File: src/hdl/fqfo_ram.sv
module fqfo_ram #(
  parameter int WIDTH = 8,
  parameter int DEPTH = 16,
  localparam int AW = (DEPTH > 1) ? $clog2(DEPTH) : 1
) (
  input  logic             clk_i,
  input  logic             we_i,
  input  logic [AW-1:0]    waddr_i,
  input  logic [WIDTH-1:0] wdata_i,
  input  logic [AW-1:0]    raddr_i,
  output logic [WIDTH-1:0] rdata_o
);

  logic [WIDTH-1:0] mem_q [DEPTH];
  logic [WIDTH-1:0] rdata_q;

  always_ff @(posedge clk_i) begin
    if (we_i) begin
      mem_q[waddr_i] <= wdata_i;
    end
    rdata_q <= mem_q[raddr_i];
  end

  assign rdata_o = rdata_q;

endmodule

File: config.mk
export PLATFORM = sky130hd
export DESIGN_NAME = fqfo_ram
export DESIGN_NICKNAME = d
export VERILOG_FILES = /design/src/hdl/fqfo_ram.sv
export SDC_FILE = /design/constraint.sdc
export NUM_CORES = 1
export LEC_CHECK = 0
export BUFFER_PORTS_ARGS = -buffer_cell sky130_fd_sc_hd__buf_2
export CAP_MARGIN = 15
export CORE_MARGIN = 1
export CORE_UTILIZATION = 45
export DETAILED_ROUTE_END_ITERATION = 8
export MAX_ROUTING_LAYER = met4
export SLEW_MARGIN = 20
export SYNTH_ARGS = -nofsm -noshare
export SYNTH_HDL_FRONTEND = slang
export SYNTH_SLANG_ARGS = --single-unit
File: constraint.sdc
create_clock -name clk_i -period 2.09 [get_ports clk_i]
set_input_delay 0.418 -clock clk_i [delete_from_list [all_inputs] [get_ports clk_i]]
set_output_delay 0.418 -clock clk_i [all_outputs]
set_load 0.05 [all_outputs]
==> metrics, run 1 <==
CP bufs+invs=1; maximum fanout along the worst path=1; Synth top cells by count=128 x edfxtp_1, 18 x mux4_2, 16 x a22oi_1, 14 x mux4_1, 13 x nor2_1; port bufs=25; detailed placement HPWL=6159 um; beginning of the worst hold path=wdata_i[4]; vias=2411; largest net degree at the start of global routing=33; Worst-path clk slew=0.06 ns; asr flop ratio synth=0; GR Util met2=0.2803; min Tclk post-route=roughly 1.5 ns; setup violators final=0; sequential area share after synthesis=0.7778; clock sinks=between 100 and 150; Top Ports=26; antenna violations before repair=0; RSZ-0062 raised after global routing=no; hold_buf cts=0; status=finished, final reports clean; Initial DRC Count=160; htree depth=4; Crit Path Category=flip-flop to output pin; Core Region=0.01098 mm2; peak supply drop=0.5975 mV; RePlAce Congestion=0.7430; grt met1 use=0.2364; Nets=roughly 300; Leak=around 0.0021 uW; Setup TNS=0 ns; Pre-antenna DRT Iters=6; worst skew pair latency=slightly above 0.4 ns; Yosys top cell by area=edfxtp_1; Yosys top cell area share=0.7467; synthesized area=just over 0.005 mm2; Longest Clk Path Bufs=2; Initial Util=0.4687; Post-Syn Nets=247; WP data required=1.67 ns; CP startpoint=rdata_o[7]; Top delay family on crit path=flip-flops; wire per inst=21.32 um; Worst R2R Setup Slack=0.69 ns; Post-synth EDFFs=128; die width=109.0 um; r2r startpoint=mem_q[5][1]; fillcell total=818; first-pass GRT wire length=14250 um; crit path DAT=1.08 ns; Core Rows=38; Max Cap Violations=0; DRC violations left=0; Die Area=0.01187 mm2; crit path capture type=output pin; Final Skew=0.007307 ns; ranking of synthesized cells by area=edfxtp_1 75%, mux4_2 7.9%, mux4_1 7.1%, dfxtp_1 3.1%, a22oi_1 2.3%; period utilization=0.7181; dominant synthesized flop cell=edfxtp_1; Mean Syn Cell Area=22.48 um2; Slowest-stage cell, CP=dfxtp_1; Slew Viols, Final=0; Worst Max-Slew Pin Slew=0.4392 ns; Slew HR=0.7072; synth warn=0; slowest cell delay on critical path=roughly 0.39 ns; vias in the first global route=~2500; root buffer cell=clkbuf_16; FF+latch count, synth=136; number of vias per cell=roughly 5.5; WL final=9359 um; die height=109.0 um; post-CTS sizing=0; most frequent cell after synthesis=edfxtp_1; PwrDens=1038 mW/mm2; Layout area overhead=19.71%; Post-CTS Setup Inserts=0; Max Freq=666.3 MHz; number of distinct library cells after synthesis=19; Num CTS Buffers=17; grt met3 use=0.05021; Total GRT Usage=0.1837; n_diodes=0; final hold violations=0; post-route antenna net violation count=0; final hold slack=0.3880 ns; CTS tree=yes; GRT Residual Overflow=0; critical path cell sequence=buf_2; Cells after Synth=229; fraction of layout cells with a size suffix above 1=0.3311; global-route layer with the greatest usage=met2; CP startpoint kind=flip-flop; HP Class=primary input to flip-flop
==> through the flow <==
stage          setup slack [ns]  std cells  utilization  total power, uW  instance area [um2]
3_5_place_dp             0.2361        407       0.5062             3470                 5559
2_1_floorplan            0.1791        229            -             3338                 5147
4_1_cts                  0.5613        439       0.5611             6442                 6162
6_report                 0.5891        439       0.5611             6398                 6162
5_1_grt                  0.5570        439       0.5611             6581                 6162
3_3_place_gp             0.2527        407       0.5062             3461                 5559
==> layer usage <==
layer / wire length [um] / vias up
li1: - / 1086
met1: 4247 / 1247
met2: 4607 / 66
met3: 356 / 12
met4: 148 / 0
met5: 0 / -
==> where the power goes <==
part | internal [uW] | leakage (uW) | switching (uW)
Sequential | 3050 | 0.00122 | 16.4
Clock | 1880 | 0.000282 | 1110
Combinational | 126 | 0.000601 | 216
==> sequential cells by signal, indices dropped and copies added (netlist names) <==
register,cells
mem_q,128
rdata_o,8
==> placed cells by master (no fill, tap or decap), types with 4 or more instances in the layout <==
| cell | count |
|---|---|
| edfxtp_1 | 128 |
| buf_2 | 25 |
| buf_4 | 21 |
| mux4_2 | 18 |
| clkbuf_16 | 17 |
| a22oi_1 | 16 |
| mux4_1 | 14 |
| nor2_1 | 13 |
| nand2_1 | 9 |
| dfxtp_1 | 8 |
| clkinvlp_4 | 5 |
| nor3_1 | 4 |
==> kinds of logic (layout without fill, tap and decap cells) <==
family                 after synthesis  count (layout)  share of synthesized area
DFF                                136             136                     0.7778
and+or+nand+nor                     35              35                    0.03184
muxes                               32              32                     0.1502
AOI/OAI and AO/OA                   16              16                    0.02334
buffers and inverters               10              80                    0.01677
==> layout make-up <==
| cell class | count | area (um2) | share of cell area |
|---|---|---|---|
| sequential | 136 | 4004 | 0.6497 |
| multi-input combinational | 83 | 1057 | 0.1716 |
| clock buffer | 17 | 425.4 | 0.06904 |
| timing repair buffer | 48 | 322.8 | 0.05239 |
| clock inverter | 15 | 177.7 | 0.02883 |
| tap | 140 | 175.2 | 0.02843 |
==> final timing paths <==
path,end,cells past startpoint
worst max-delay path,rdata_o[7],1
worst min-delay path,mem_q[6][4],1
worst max register to register,rdata_o[1],3
worst min register to register,rdata_o[4],3
No activity file was read; power rests on OpenSTA's default activity.
==> run 2, diff against run 1 <==
ABC_AREA = 1   (was default)
clock period = 1.55 ns   (was 2.09 ns; I/O delays follow)
==> run 2 against run 1 <==
Compared with the run above:
- global-route usage grew 3.8 points
- worst hold slack lost 0.19 ns
- cell count grew 77%
- synthesized cell count grew 140%
- synthesized area grew 12%
- combinational power grew 75%
- via count grew 57%
- clock skew is essentially flat
- power grew 30%
- sequential power grew 35%
- critical path depth is the same
- sequential share of layout area shrank 5.4 points
==> metrics, run 2 <==
status=finished, final reports clean; GRT Residual Overflow=0 (unchanged); root buffer cell=clkbuf_16; Top reg by flops=mem_q; first-pass GRT wire length=20220 um (+42%); worst skew pair latency=0.41 ns (about the same); sw power=1785 uW (+33%); Longest Clk Path Bufs=2 (unchanged); WP data required=1.24 ns (-0.43 ns); post-place setup slack=0.1164 ns (-0.1197 ns); Top delay family on crit path=flip-flops; antenna violations before repair=1 (+1); vias=3783 (+57%); critical path cell sequence=buf_2; asr flop ratio synth=0 (unchanged); Seq pwr share=0.499 (+0.020); clock sinks=136 (unchanged); post-synthesis adder-cell area fraction=0 (unchanged); fin worst setup slack=0.1663 ns (-0.4228 ns); Num CTS Buffers=17 (unchanged); met3 wire length=527 um (+48%); die width=115.2 um (+5.7%); Pint=6517 uW (+29%); wire per inst=16.32 um (-23%); Setup TNS=0 ns (unchanged); Total GRT Usage=0.2219 (+0.03819); HP Class=primary input to flip-flop; fraction of layout cells with a size suffix above 1=0.1279 (-0.2032); Slowest-stage cell, CP=dfxtp_1; met2 WL=6111 um (+33%); commonest non-fill, non-tap cell in the layout=nand2_1; sw frac=0.2150 (+0.004605); hold_buf cts=0 (unchanged); CP bufs+invs=1 (unchanged); Worst R2R Setup Slack=0.53 ns (-0.16 ns); power share of the combinational group=0.072 (+0.019); detailed placement HPWL=8070 um (+31%); PwrDens=1236 mW/mm2 (+19%); final hold violations=0 (unchanged); Yosys top cell area share=0.6665 (-0.08020); n_diodes=0 (unchanged); number of distinct library cells after synthesis=12 (-7); Die Area=0.01327 mm2 (+12%); Top Ports=26 (unchanged); crit path capture type=output pin; sequential area share after synthesis=0.6943 (-0.08354); routed length on met1=5770 um (+36%); most frequent cell after synthesis=nand2_1; vias in the first global route=3720 (+50%); Mean Syn Cell Area=10.47 um2 (-53%); synthesized area=0.005767 mm2 (+12%); Yosys top cell by area=edfxtp_1; Max Freq=722.7 MHz; RePlAce Congestion=0.8744 (+18%); Max Cap Violations=0 (unchanged); period utilization=0.8927; Slew Viols, Final=0 (unchanged); largest net degree at the start of global routing=37 (+12%); Compound-Gate Fraction of Synth Area=0 (-0.02333); Worst-path clk slew=0.05 ns (about the same); Post-Syn Nets=569 (+130%); port bufs=25 (unchanged); Pre-antenna DRT Iters=4 (-2); CTS tree=yes; post-CTS sizing=0 (unchanged); Core Rows=40 (+5.3%); peak supply drop=0.7239 mV (+21%); synth warn=0 (unchanged); RSZ-0062 raised after global routing=no; post-route antenna net violation count=0 (unchanged); Worst Max-Slew Pin Slew=0.3895 ns (-0.04965 ns); mux cell area share after synthesis=0 (-0.1502); Post-CTS Setup Inserts=0 (unchanged); Leak=0.002935 uW (+39%); total power=8303 uW (+30%); CP startpoint kind=flip-flop; Post-synth EDFFs=128 (unchanged); FF+latch count, synth=136 (unchanged); post-synthesis xor/xnor area fraction=0 (unchanged); Core Region=0.01226 mm2 (+12%); Slew HR=0.7403 (+0.03310); clock share of power=0.429 (-0.038); maximum fanout along the worst path=1 (unchanged); dominant synthesized flop cell=edfxtp_1; min Tclk post-route=1.384 ns; slowest cell delay on critical path=0.37 ns (-0.02 ns); Layout area overhead=16.51%; Post-Synth Simple-Gate Area=0.2105 (+0.1786); Crit Path Category=flip-flop to output pin; top routing layer in use=met4; die height=115.2 um (+5.7%); number of vias per cell=4.862 (-11%); htree depth=4 (unchanged); Cells after Synth=551 (+140%); setup violators final=0 (unchanged); DRC violations left=0 (unchanged); Nets=616 (+100%); Final Skew=0.006993 ns (-0.0003138 ns); largest family of logic cells by synthesized area=simple AND/OR/NAND/NOR gates; final hold slack=0.1949 ns (-0.1931 ns); number of flip-flops in the largest register=128 (unchanged); Synth top cells by count=173 x nand2_1, 128 x edfxtp_1, 100 x inv_1, 97 x nand3_1, 17 x nor2_1; commonest non-fill, non-tap cells in the layout=173 x nand2_1, 128 x edfxtp_1, 100 x inv_1, 97 x nand3_1, 25 x buf_2; WL final=12700 um (+36%); total placed cells including tap cells=747 (+84%); ranking of synthesized cells by area=edfxtp_1 67%, nand2_1 11%, nand3_1 8.4%, inv_1 6.5%, dfxtp_1 2.8%; Final Non-Filler Cells=778 (+77%); crit path DAT=1.07 ns (about the same); Initial DRC Count=362 (+130%); Initial Util=0.4703 (+0.001634)
-- run 2: changes by cell type in the layout (fill, tap and decap cells not counted), moves of 5 or more --
cell / previous run / this run
a22oi_1: 16 / 0
nand3_1: 1 / 97
nand2_1: 9 / 173
inv_1: 0 / 100
clkbuf_1: 0 / 6
mux4_1: 14 / 0
clkinvlp_4: 5 / 0
mux4_2: 18 / 0
clkbuf_8: 0 / 5
-- run 2: path summary, 6_finish.rpt --
| kind | from | depth (start not counted) | endpoint |
|---|---|---|---|
| max | rdata_o[4] | 1 | rdata_o[4] |
| min | raddr_i[3] | 3 | rdata_o[7] |
| max reg2reg | mem_q[1][5] | 6 | rdata_o[5] |
| min reg2reg | mem_q[2][4] | 6 | rdata_o[4] |
-- run 2: power groups by stage --
stage	sequential, uW	clock [uW]	combinational [uW]
6_report	4140	3570	598
5_1_grt	4140	3770	660
4_1_cts	4140	3620	605
3_5_place_dp	4210	0	603
3_3_place_gp	4210	0	595
2_1_floorplan	4290	0	290
-- run 2: cell families after synthesis --
group / after synthesis
flops: 136
buf+inv: 126
simple gates: 289
-- run 2: final cells by class --
| cell class | instances | area, um2 |
|---|---|---|
| Fill cell | 1096 | 5543 |
| Clock inverter | 3 | 13.76 |
| Timing Repair Buffer | 52 | 377.9 |
| Clock buffer | 28 | 516.7 |
| Tap cell | 168 | 210.2 |
| Multi-Input combinational cell | 289 | 1214 |
| Sequential cell | 136 | 4004 |
| Inverter | 102 | 382.9 |
-- run 2: worst reg2reg max path, stage by stage (launching register included) --
cell	delay (ns)
edfxtp_1	0.37
inv_1	0.07
nand2_1	0.04
nand3_1	0.10
nand3_1	0.13
nand3_1	0.13
nand2_1	0.07
-- run 2: routing by layer --
layer,vias to the layer above,global-route usage
met4,0,0.1013
met5,-,-
met1,1804,0.2846
li1,1866,-
met2,92,0.3430
met3,21,0.04270
-- run 2: through the flow --
stage | cell area, um2 | utilization
CTS | 6719 | 0.5480
global route | 6719 | 0.5480
global placement | 6188 | 0.5047
detailed placement | 6188 | 0.5047
floorplan | 5767 | -
finish | 6719 | 0.5480
