`config.mk`:
```
export PLATFORM = sky130hd
export DESIGN_NAME = fqfo_ctrl
export DESIGN_NICKNAME = d
export VERILOG_FILES = /design/src/hdl/fqfo_pkg.sv /design/src/hdl/fqfo_ctrl.sv
export SDC_FILE = /design/constraint.sdc
export NUM_CORES = 1
export LEC_CHECK = 0
export BUFFER_PORTS_ARGS = -buffer_cell sky130_fd_sc_hd__buf_4
export CORE_MARGIN = 3
export CORE_UTILIZATION = 45
export CTS_BUF_LIST = sky130_fd_sc_hd__clkbuf_16
export DETAILED_ROUTE_END_ITERATION = 8
export PLACE_DENSITY = 0.69
export SYNTH_ARGS = -nofsm -noshare
export SYNTH_HDL_FRONTEND = slang
export SYNTH_SLANG_ARGS = --single-unit
```
`constraint.sdc`:
```
create_clock -name clk_i -period 5 [get_ports clk_i]
set_input_delay 0.25 -clock clk_i [delete_from_list [all_inputs] [get_ports clk_i]]
set_output_delay 0.25 -clock clk_i [all_outputs]
set_load 0.05 [all_outputs]
```
`src/hdl/fqfo_pkg.sv`:
```
package fqfo_pkg;

  localparam int QUEUE_SLOTS = 16;
  localparam int FRAME_BYTES = 64;

  localparam int BYTE_W    = 8;
  localparam int LEN_W     = 7;
  localparam int CNT_W     = 5;
  localparam int CFG_W     = 7;
  localparam int CFG_IDX_W = 2;

  localparam int SLOT_W    = (QUEUE_SLOTS > 1) ? $clog2(QUEUE_SLOTS) : 1;
  localparam int STG_AW    = (FRAME_BYTES > 1) ? $clog2(FRAME_BYTES) : 1;
  localparam int FRM_DEPTH = QUEUE_SLOTS * FRAME_BYTES;
  localparam int FRM_AW    = (FRM_DEPTH > 1) ? $clog2(FRM_DEPTH) : 1;

  typedef logic [BYTE_W-1:0] byte_t;
  typedef logic [LEN_W-1:0]  len_t;
  typedef logic [CNT_W-1:0]  cnt_t;
  typedef logic [CNT_W:0]    cnt_sum_t;
  typedef logic [SLOT_W-1:0] slot_t;
  typedef logic [STG_AW-1:0] stg_addr_t;
  typedef logic [FRM_AW-1:0] frm_addr_t;

  typedef enum logic [1:0] {
    MODE_PUSH  = 2'd0,
    MODE_POP   = 2'd1,
    MODE_PEEK  = 2'd2,
    MODE_QUERY = 2'd3
  } mode_e;

  typedef enum logic [1:0] {
    STAT_OK      = 2'd0,
    STAT_EMPTY   = 2'd1,
    STAT_FULL    = 2'd2,
    STAT_TOOLONG = 2'd3
  } status_e;

  typedef enum logic [CFG_IDX_W-1:0] {
    REG_DEPTH     = 2'd0,
    REG_LIMIT     = 2'd1,
    REG_LIFO      = 2'd2,
    REG_OVERWRITE = 2'd3
  } cfg_reg_e;

  typedef enum logic [1:0] {
    ST_IDLE,
    ST_LEN,
    ST_EMIT,
    ST_COPY
  } state_e;

  typedef struct packed {
    logic [1:0]  mode;
    byte_t       data_byte;
    logic        byte_last;
    len_t        read_capacity;
  } in_t;

  typedef struct packed {
    logic [1:0]  status;
    byte_t       out_byte;
    len_t        frame_length;
    cnt_t        queue_count;
    logic        result_last;
  } out_t;

  typedef struct packed {
    logic      we;
    stg_addr_t waddr;
    byte_t     wdata;
    stg_addr_t raddr;
  } stg_req_t;

  typedef struct packed {
    logic  we;
    slot_t waddr;
    len_t  wdata;
    slot_t raddr;
  } len_req_t;

  typedef struct packed {
    logic      we;
    frm_addr_t waddr;
    byte_t     wdata;
    frm_addr_t raddr;
  } frm_req_t;

endpackage

```
`src/hdl/fqfo_ctrl.sv`:
```
module fqfo_ctrl (
  input  logic                            clk_i,
  input  logic                            rst_ni,
  input  logic                            start_i,
  input  fqfo_pkg::in_t                   in_i,
  output logic                            busy_o,
  output logic                            res_valid_o,
  output fqfo_pkg::out_t                  res_o,
  input  logic                            cfg_we_i,
  input  logic [fqfo_pkg::CFG_IDX_W-1:0]  cfg_idx_i,
  input  logic [fqfo_pkg::CFG_W-1:0]      cfg_data_i,
  output fqfo_pkg::stg_req_t              stg_req_o,
  input  fqfo_pkg::byte_t                 stg_rdata_i,
  output fqfo_pkg::len_req_t              len_req_o,
  input  fqfo_pkg::len_t                  len_rdata_i,
  output fqfo_pkg::frm_req_t              frm_req_o,
  input  fqfo_pkg::byte_t                 frm_rdata_i
);

  function automatic fqfo_pkg::frm_addr_t frm_addr(input fqfo_pkg::slot_t slot,
                                                   input fqfo_pkg::stg_addr_t off);
    frm_addr = fqfo_pkg::frm_addr_t'(slot) * fqfo_pkg::frm_addr_t'(fqfo_pkg::FRAME_BYTES)
             + fqfo_pkg::frm_addr_t'(off);
  endfunction

  fqfo_pkg::state_e  state_q, state_d;
  fqfo_pkg::cnt_t    depth_q, depth_d;
  fqfo_pkg::len_t    limit_q, limit_d;
  logic              lifo_q, lifo_d;
  logic              ovw_q, ovw_d;
  fqfo_pkg::cnt_t    head_q, head_d;
  fqfo_pkg::cnt_t    held_q, held_d;
  fqfo_pkg::len_t    staged_q, staged_d;
  logic [1:0]        mode_q, mode_d;
  fqfo_pkg::len_t    cap_q, cap_d;
  fqfo_pkg::slot_t   slot_q, slot_d;
  fqfo_pkg::len_t    len_q, len_d;
  fqfo_pkg::len_t    cnt_q, cnt_d;
  logic              cpw_vld_q, cpw_vld_d;
  fqfo_pkg::stg_addr_t cpw_off_q, cpw_off_d;
  fqfo_pkg::out_t    res_q, res_d;
  logic              res_vld_q, res_vld_d;

  fqfo_pkg::cnt_t    eff_d;
  fqfo_pkg::len_t    eff_lim;
  fqfo_pkg::cnt_sum_t sum, sum_m1, eff_ext;
  fqfo_pkg::cnt_t    tail_idx, lifo_idx, rd_idx, head_inc, held_rd;
  fqfo_pkg::len_t    staged_nx, rd_len, cnt_inc, nxt_off;
  logic              accept, stg_full, too_long, q_full, cap_short, cnt_last;

  // effective configuration
  always_comb begin
    if (depth_q == '0) begin
      eff_d = fqfo_pkg::cnt_t'(1);
    end else if (int'(depth_q) > fqfo_pkg::QUEUE_SLOTS) begin
      eff_d = fqfo_pkg::cnt_t'(fqfo_pkg::QUEUE_SLOTS);
    end else begin
      eff_d = depth_q;
    end
    if (limit_q == '0) begin
      eff_lim = fqfo_pkg::len_t'(1);
    end else if (int'(limit_q) > fqfo_pkg::FRAME_BYTES) begin
      eff_lim = fqfo_pkg::len_t'(fqfo_pkg::FRAME_BYTES);
    end else begin
      eff_lim = limit_q;
    end
  end

  // ring index arithmetic, sums stay below twice the depth
  assign eff_ext  = {1'b0, eff_d};
  assign sum      = {1'b0, head_q} + {1'b0, held_q};
  assign sum_m1   = sum - fqfo_pkg::cnt_sum_t'(1);
  assign tail_idx = (sum >= eff_ext) ? fqfo_pkg::cnt_t'(sum - eff_ext) : sum[fqfo_pkg::CNT_W-1:0];
  assign lifo_idx = (sum_m1 >= eff_ext) ? fqfo_pkg::cnt_t'(sum_m1 - eff_ext)
                                        : sum_m1[fqfo_pkg::CNT_W-1:0];
  assign rd_idx   = lifo_q ? lifo_idx : head_q;
  assign head_inc = (head_q + fqfo_pkg::cnt_t'(1) == eff_d) ? '0 : head_q + fqfo_pkg::cnt_t'(1);

  assign accept    = start_i && (state_q == fqfo_pkg::ST_IDLE);
  assign stg_full  = staged_q >= fqfo_pkg::len_t'(fqfo_pkg::FRAME_BYTES);
  assign staged_nx = stg_full ? fqfo_pkg::len_t'(fqfo_pkg::FRAME_BYTES + 1)
                              : staged_q + fqfo_pkg::len_t'(1);
  assign too_long  = (staged_nx > fqfo_pkg::len_t'(fqfo_pkg::FRAME_BYTES)) ||
                     (staged_nx > eff_lim);
  assign q_full    = held_q >= eff_d;

  assign rd_len    = (len_rdata_i > fqfo_pkg::len_t'(fqfo_pkg::FRAME_BYTES))
                   ? fqfo_pkg::len_t'(fqfo_pkg::FRAME_BYTES) : len_rdata_i;
  assign cap_short = cap_q < rd_len;
  assign held_rd   = (mode_q == fqfo_pkg::MODE_POP) ? held_q - fqfo_pkg::cnt_t'(1) : held_q;
  assign cnt_inc   = cnt_q + fqfo_pkg::len_t'(1);
  assign cnt_last  = cnt_inc == len_q;
  assign nxt_off   = cnt_last ? cnt_q : cnt_inc;

  // next state
  always_comb begin
    state_d = state_q;
    case (state_q)
      fqfo_pkg::ST_IDLE: begin
        if (accept) begin
          case (in_i.mode)
            fqfo_pkg::MODE_PUSH: begin
              if (in_i.byte_last && !too_long && (!q_full || ovw_q)) begin
                state_d = fqfo_pkg::ST_COPY;
              end
            end
            fqfo_pkg::MODE_POP, fqfo_pkg::MODE_PEEK: begin
              if (held_q != '0) begin
                state_d = fqfo_pkg::ST_LEN;
              end
            end
            default: state_d = fqfo_pkg::ST_IDLE;
          endcase
        end
      end
      fqfo_pkg::ST_LEN: begin
        if (cap_short || rd_len == '0) begin
          state_d = fqfo_pkg::ST_IDLE;
        end else begin
          state_d = fqfo_pkg::ST_EMIT;
        end
      end
      fqfo_pkg::ST_EMIT, fqfo_pkg::ST_COPY: begin
        if (cnt_last) begin
          state_d = fqfo_pkg::ST_IDLE;
        end
      end
      default: state_d = fqfo_pkg::ST_IDLE;
    endcase
  end

  // datapath and memory requests
  always_comb begin
    depth_d   = depth_q;
    limit_d   = limit_q;
    lifo_d    = lifo_q;
    ovw_d     = ovw_q;
    head_d    = head_q;
    held_d    = held_q;
    staged_d  = staged_q;
    mode_d    = mode_q;
    cap_d     = cap_q;
    slot_d    = slot_q;
    len_d     = len_q;
    cnt_d     = cnt_q;
    cpw_vld_d = 1'b0;
    cpw_off_d = cpw_off_q;
    res_d     = '0;
    res_vld_d = 1'b0;

    stg_req_o.we    = 1'b0;
    stg_req_o.waddr = staged_q[fqfo_pkg::STG_AW-1:0];
    stg_req_o.wdata = in_i.data_byte;
    stg_req_o.raddr = cnt_q[fqfo_pkg::STG_AW-1:0];

    len_req_o.we    = 1'b0;
    len_req_o.waddr = fqfo_pkg::slot_t'(tail_idx);
    len_req_o.wdata = staged_nx;
    len_req_o.raddr = fqfo_pkg::slot_t'(rd_idx);

    frm_req_o.we    = cpw_vld_q;
    frm_req_o.waddr = frm_addr(slot_q, cpw_off_q);
    frm_req_o.wdata = stg_rdata_i;
    frm_req_o.raddr = frm_addr(slot_q, cnt_q[fqfo_pkg::STG_AW-1:0]);

    case (state_q)
      fqfo_pkg::ST_IDLE: begin
        if (accept) begin
          mode_d = in_i.mode;
          cap_d  = in_i.read_capacity;
          res_vld_d = 1'b1;
          res_d.result_last = 1'b1;
          res_d.queue_count = held_q;
          case (in_i.mode)
            fqfo_pkg::MODE_PUSH: begin
              stg_req_o.we = !stg_full;
              staged_d = staged_nx;
              if (in_i.byte_last) begin
                staged_d = '0;
                if (too_long) begin
                  res_d.status = fqfo_pkg::STAT_TOOLONG;
                end else if (q_full && !ovw_q) begin
                  res_d.status = fqfo_pkg::STAT_FULL;
                end else begin
                  len_req_o.we = 1'b1;
                  slot_d = fqfo_pkg::slot_t'(tail_idx);
                  len_d  = staged_nx;
                  cnt_d  = '0;
                  if (q_full) begin
                    head_d = head_inc;
                    held_d = eff_d;
                    res_d.queue_count = eff_d;
                  end else begin
                    held_d = held_q + fqfo_pkg::cnt_t'(1);
                    res_d.queue_count = held_q + fqfo_pkg::cnt_t'(1);
                  end
                end
              end
            end
            fqfo_pkg::MODE_POP, fqfo_pkg::MODE_PEEK: begin
              if (held_q == '0) begin
                res_d.status = fqfo_pkg::STAT_EMPTY;
              end else begin
                res_vld_d = 1'b0;
                slot_d = fqfo_pkg::slot_t'(rd_idx);
              end
            end
            default: res_d.status = fqfo_pkg::STAT_OK;
          endcase
        end
      end
      fqfo_pkg::ST_LEN: begin
        frm_req_o.raddr = frm_addr(slot_q, '0);
        cnt_d = '0;
        len_d = rd_len;
        if (cap_short) begin
          res_vld_d = 1'b1;
          res_d.status = fqfo_pkg::STAT_TOOLONG;
          res_d.queue_count = held_q;
          res_d.result_last = 1'b1;
        end else begin
          held_d = held_rd;
          if (mode_q == fqfo_pkg::MODE_POP && !lifo_q) begin
            head_d = head_inc;
          end
          if (rd_len == '0) begin
            res_vld_d = 1'b1;
            res_d.queue_count = held_rd;
            res_d.result_last = 1'b1;
          end
        end
      end
      fqfo_pkg::ST_EMIT: begin
        frm_req_o.raddr = frm_addr(slot_q, nxt_off[fqfo_pkg::STG_AW-1:0]);
        cnt_d = cnt_inc;
        res_vld_d = 1'b1;
        res_d.out_byte = frm_rdata_i;
        res_d.frame_length = len_q;
        res_d.queue_count = held_q;
        res_d.result_last = cnt_last;
      end
      fqfo_pkg::ST_COPY: begin
        cpw_vld_d = 1'b1;
        cpw_off_d = cnt_q[fqfo_pkg::STG_AW-1:0];
        cnt_d = cnt_inc;
      end
      default: res_vld_d = 1'b0;
    endcase

    if (cfg_we_i) begin
      case (cfg_idx_i)
        fqfo_pkg::REG_DEPTH: begin
          depth_d = cfg_data_i[fqfo_pkg::CNT_W-1:0];
          head_d  = '0;
          held_d  = '0;
        end
        fqfo_pkg::REG_LIMIT:     limit_d = cfg_data_i[fqfo_pkg::LEN_W-1:0];
        fqfo_pkg::REG_LIFO:      lifo_d  = cfg_data_i[0];
        fqfo_pkg::REG_OVERWRITE: ovw_d   = cfg_data_i[0];
        default: depth_d = depth_q;
      endcase
    end
  end

  always_ff @(posedge clk_i or negedge rst_ni) begin
    if (!rst_ni) begin
      state_q   <= fqfo_pkg::ST_IDLE;
      depth_q   <= fqfo_pkg::cnt_t'(16);
      limit_q   <= fqfo_pkg::len_t'(64);
      lifo_q    <= 1'b0;
      ovw_q     <= 1'b0;
      head_q    <= '0;
      held_q    <= '0;
      staged_q  <= '0;
      cnt_q     <= '0;
      len_q     <= '0;
      cpw_vld_q <= 1'b0;
      res_vld_q <= 1'b0;
    end else begin
      state_q   <= state_d;
      depth_q   <= depth_d;
      limit_q   <= limit_d;
      lifo_q    <= lifo_d;
      ovw_q     <= ovw_d;
      head_q    <= head_d;
      held_q    <= held_d;
      staged_q  <= staged_d;
      cnt_q     <= cnt_d;
      len_q     <= len_d;
      cpw_vld_q <= cpw_vld_d;
      res_vld_q <= res_vld_d;
    end
  end

  always_ff @(posedge clk_i) begin
    mode_q    <= mode_d;
    cap_q     <= cap_d;
    slot_q    <= slot_d;
    cpw_off_q <= cpw_off_d;
    res_q     <= res_d;
  end

  assign busy_o      = state_q != fqfo_pkg::ST_IDLE;
  assign res_valid_o = res_vld_q;
  assign res_o       = res_q;

endmodule

```
==> metrics <==
P_int 2.42 mW; number of global-route vias before repair 5308; launch point of the worst path head_q[0]$_DFF_PN0_; Hold Startpoint in_i[0]; post-synth cell types 88; initial antenna violation count 0; CP Cell Sequence ha_1 -> inv_1 -> fa_1 -> ha_1 -> xnor2_1 -> ha_1 -> a21oi_1 -> nand2_1 -> a21oi_1 -> nor2b_1 -> nor4_4 -> mux2_2 -> mux2_2 -> buf_4; Synth Cell Area between 6000 and 7000 um2; Crit Reg-Reg Startpoint head_q[0]$_DFF_PN0_; Cell Rows 42; Clock Pin Slew Worst Setup and Hold Paths ~60 ps; register area 2260 um2; Vias 5247; Cells after Synth 675; RSZ-0062 raised after global routing no; status finished clean; Port Buffer Count 112; Ant. Diodes 0; combinational family with the most area after synthesis compound AO/OA/AOI/OAI gates; switching fraction of total power 49.6%; length of the first detailed-routing pass in iterations 5; setup TNS 0 ps; chip height 124 um; IO Count 145; Total Wirelength 16300 um; syn_nets 779; largest net degree at the start of global routing 50; max-slew violations 0; Synth warnings 0; htree depth 3; Vias/cell 5.70; Async S/R FF share, synth between 50 and 60%; FF+latch count, synth 91; GRT Overall Usage about a fifth; Starting Density a little under half; Total Die Area ~15000 um2; pwr/cell area 656 nW/um2; max-cap check violation count 0; die width roughly 120 um; CTS tree done; Comb pwr share 60.5%; slew margin rel. between 40 and 50%; crit path max fanout 12; endpoints failing setup 0; CP peak stage delay around 560 ps; kind of critical path flop to output port; Multi-input gate area 3480 um2; CTS Buf Count 9; Starting DRT DRC Count 444; post-route ant nets 0; hold_buf cts 1; GR Overflow Total 0; worst slew pin tran around 850 ps; Final nets ~840; Synth Area in Compound Gates about a fifth; Final Hold Vio Count 0; Root Buffer clkbuf_16; wire per inst 17.7 um; Max Clk Rate 222 MHz; clk_lat worst skew 360 ps; worst hold path type input port to flop; GPL Wtd Cong 0.894; GR Util met1 roughly a quarter; P_sw 2.37 mW; post-synthesis sequential area ratio between 30% and 40%; minimum clock period 4510 ps; final critical-path share of the clock period 90.1%; Core Area 13500 um2; Worst EP arrival 4260 ps; CP startpoint kind flop; EDFF count, synth 19; clock sinks a little over 90; simple-gate area share of the yosys netlist 16.3%; Data required, critical path 4750 ps; commonest register cell after synthesis dfrtp_1; skew final about 8.8 ps; Layout area overhead 15.8%; PostCTS Resize Cnt 0; Peak VDD IR between 300 and 400 uV; GRT met3 Usage 5.02%; setup bufs post-CTS 0; syn avg cell area between 9 and 10 um2; Post-Synth Adder-Cell Area 10.3%; critical path endpoint category output port; layout cell share with drive strength beyond 1 23.4%; post-synthesis mux area share 3.79%; hpwl dp 12600 um; Max clock buf depth 2; CP max stage cell dfrtp_1; most used cell, CP ha_1; DRC Markers 0; clock power share 15.5%; leakage between 3 and 4 nW; GR peak layer met2; first-pass GRT wire length around 27000 um; fill count 1245; XOR/XNOR Fraction of Synth Area 5.24%; utilization after layout around 54%; register share of total power 24.0%; GR Util met2 between 30% and 40%
stage by stage:
stage                     setup slack (ps)  cell area, um2  std cells  hold slack (ps)  power, mW
after global placement                 972            6970        904              322       3.98
after CTS                              527            7300        921             59.5       4.79
after detailed placement               912            6970        904              321       4.04
after global routing                   175            7300        921             54.4       5.11
final                                  495            7300        921             68.4       4.79
after floorplan                        749            6300        675            -45.6       3.37
cells in the final DEF, fill, tap and decap left out, types with 14 or more instances in the layout:
| master | netlist | routed |
|---|---|---|
| nand3_1 | 18 | 18 |
| and2_1 | 16 | 16 |
| xnor2_1 | 21 | 21 |
| nand2_1 | 59 | 59 |
| mux2_2 | 15 | 15 |
| inv_1 | 39 | 39 |
| a21oi_1 | 42 | 42 |
| edfxtp_1 | 19 | 19 |
| nor2_1 | 41 | 41 |
| o21ai_0 | 38 | 38 |
| dfxtp_1 | 23 | 23 |
| dfrtp_1 | 47 | 47 |
| ha_1 | 47 | 47 |
| xor2_1 | 14 | 14 |
| buf_4 | 34 | 114 |
logic make-up (layout without fill, tap and decap cells):
logic type	Yosys count	count (layout)
compound gates	177	177
xor+xnor	36	36
fa+ha+maj	50	50
buf+inv	101	171
flops	91	91
mux	22	22
simple gates	198	198
cell type report:
class                      instances  share of cell area [%]
clock buffer                       9                    3.09
clock inverter                     7                    1.34
inverter                          40                    2.06
multi-input combinational        483                    47.7
sequential                        91                    31.0
tap                              176                    3.02
timing repair buffer             115                    11.9
final timing paths:
check	end	slack [ps]	cells after the start
hold / removal	cap_q[0]$_DFFE_PP_	70	1
setup / recovery	len_req_o[2]	490	14
hold reg to reg	depth_q[0]$_DFFE_PN0P_	470	2
min in group asynchronous	cnt_q[5]$_DFFE_PN0P_	460	2
setup reg to reg	slot_q[2]$_DFFE_PP_	1070	13
max in group asynchronous	held_q[0]$_DFF_PN0_	4080	2
power by group through the flow:
stage	Clock [mW]	Sequential [mW]	Combinational (mW)
floorplan	0	1.35	2.02
global placement	0	1.15	2.83
detailed placement	0	1.16	2.88
CTS	0.757	1.14	2.89
global route	0.791	1.18	3.14
finish	0.743	1.15	2.90
routing by layer:
layer	vias up	wire length (um)
met5	-	0
met4	0	424
met3	40	922
met2	167	7890
met1	2523	7020
li1	2517	-
Yosys cell counts (3+ instances only):
library cell,n,share of area (%)
a31oi_1,8,0.79
inv_1,39,2.3
fa_1,3,0.95
o31ai_1,7,0.83
xnor2_1,21,2.9
nand3b_1,5,0.60
ha_1,47,9.3
nand3_1,18,1.4
or4_1,3,0.36
a21o_1,9,1.1
o21a_1,6,0.71
and3_1,6,0.60
nor3_1,5,0.40
dfrtp_1,47,19
nand2b_1,11,1.1
a22o_1,8,1.1
clkbuf_1,18,1.1
a22oi_1,11,1.3
and2_1,16,1.6
a31o_2,3,0.42
dfxtp_1,23,7.3
nor4_1,3,0.30
nor2b_1,6,0.60
nand4_1,4,0.40
mux2_2,15,2.7
buf_4,34,4.0
mux2i_1,7,1.1
o21ai_0,38,3.0
o211ai_1,7,0.83
xor2_1,14,1.9
edfxtp_1,19,9.0
or2_2,3,0.30
nand2_1,59,3.5
nor2_1,41,2.4
buf_6,5,0.89
a21oi_1,42,3.3
critical path: cells and delay by family (launching register included):
family | cells | cell delay [ps]
mux | 2 | 670
flops | 1 | 560
compound gates | 2 | 300
simple gates | 3 | 570
xor+xnor | 1 | 240
buf+inv | 2 | 250
fa+ha+maj | 4 | 1310
sequential cells by signal (all words and copies together) (netlist names), 2 cells and up:
signal     count
res_o         23
cap_q          7
cnt_q          7
len_q          7
limit_q        7
staged_q       7
cpw_off_q      6
depth_q        5
head_q         5
held_q         5
slot_q         4
mode_q         2
state_q        2
(Power assumes the default switching activity.)
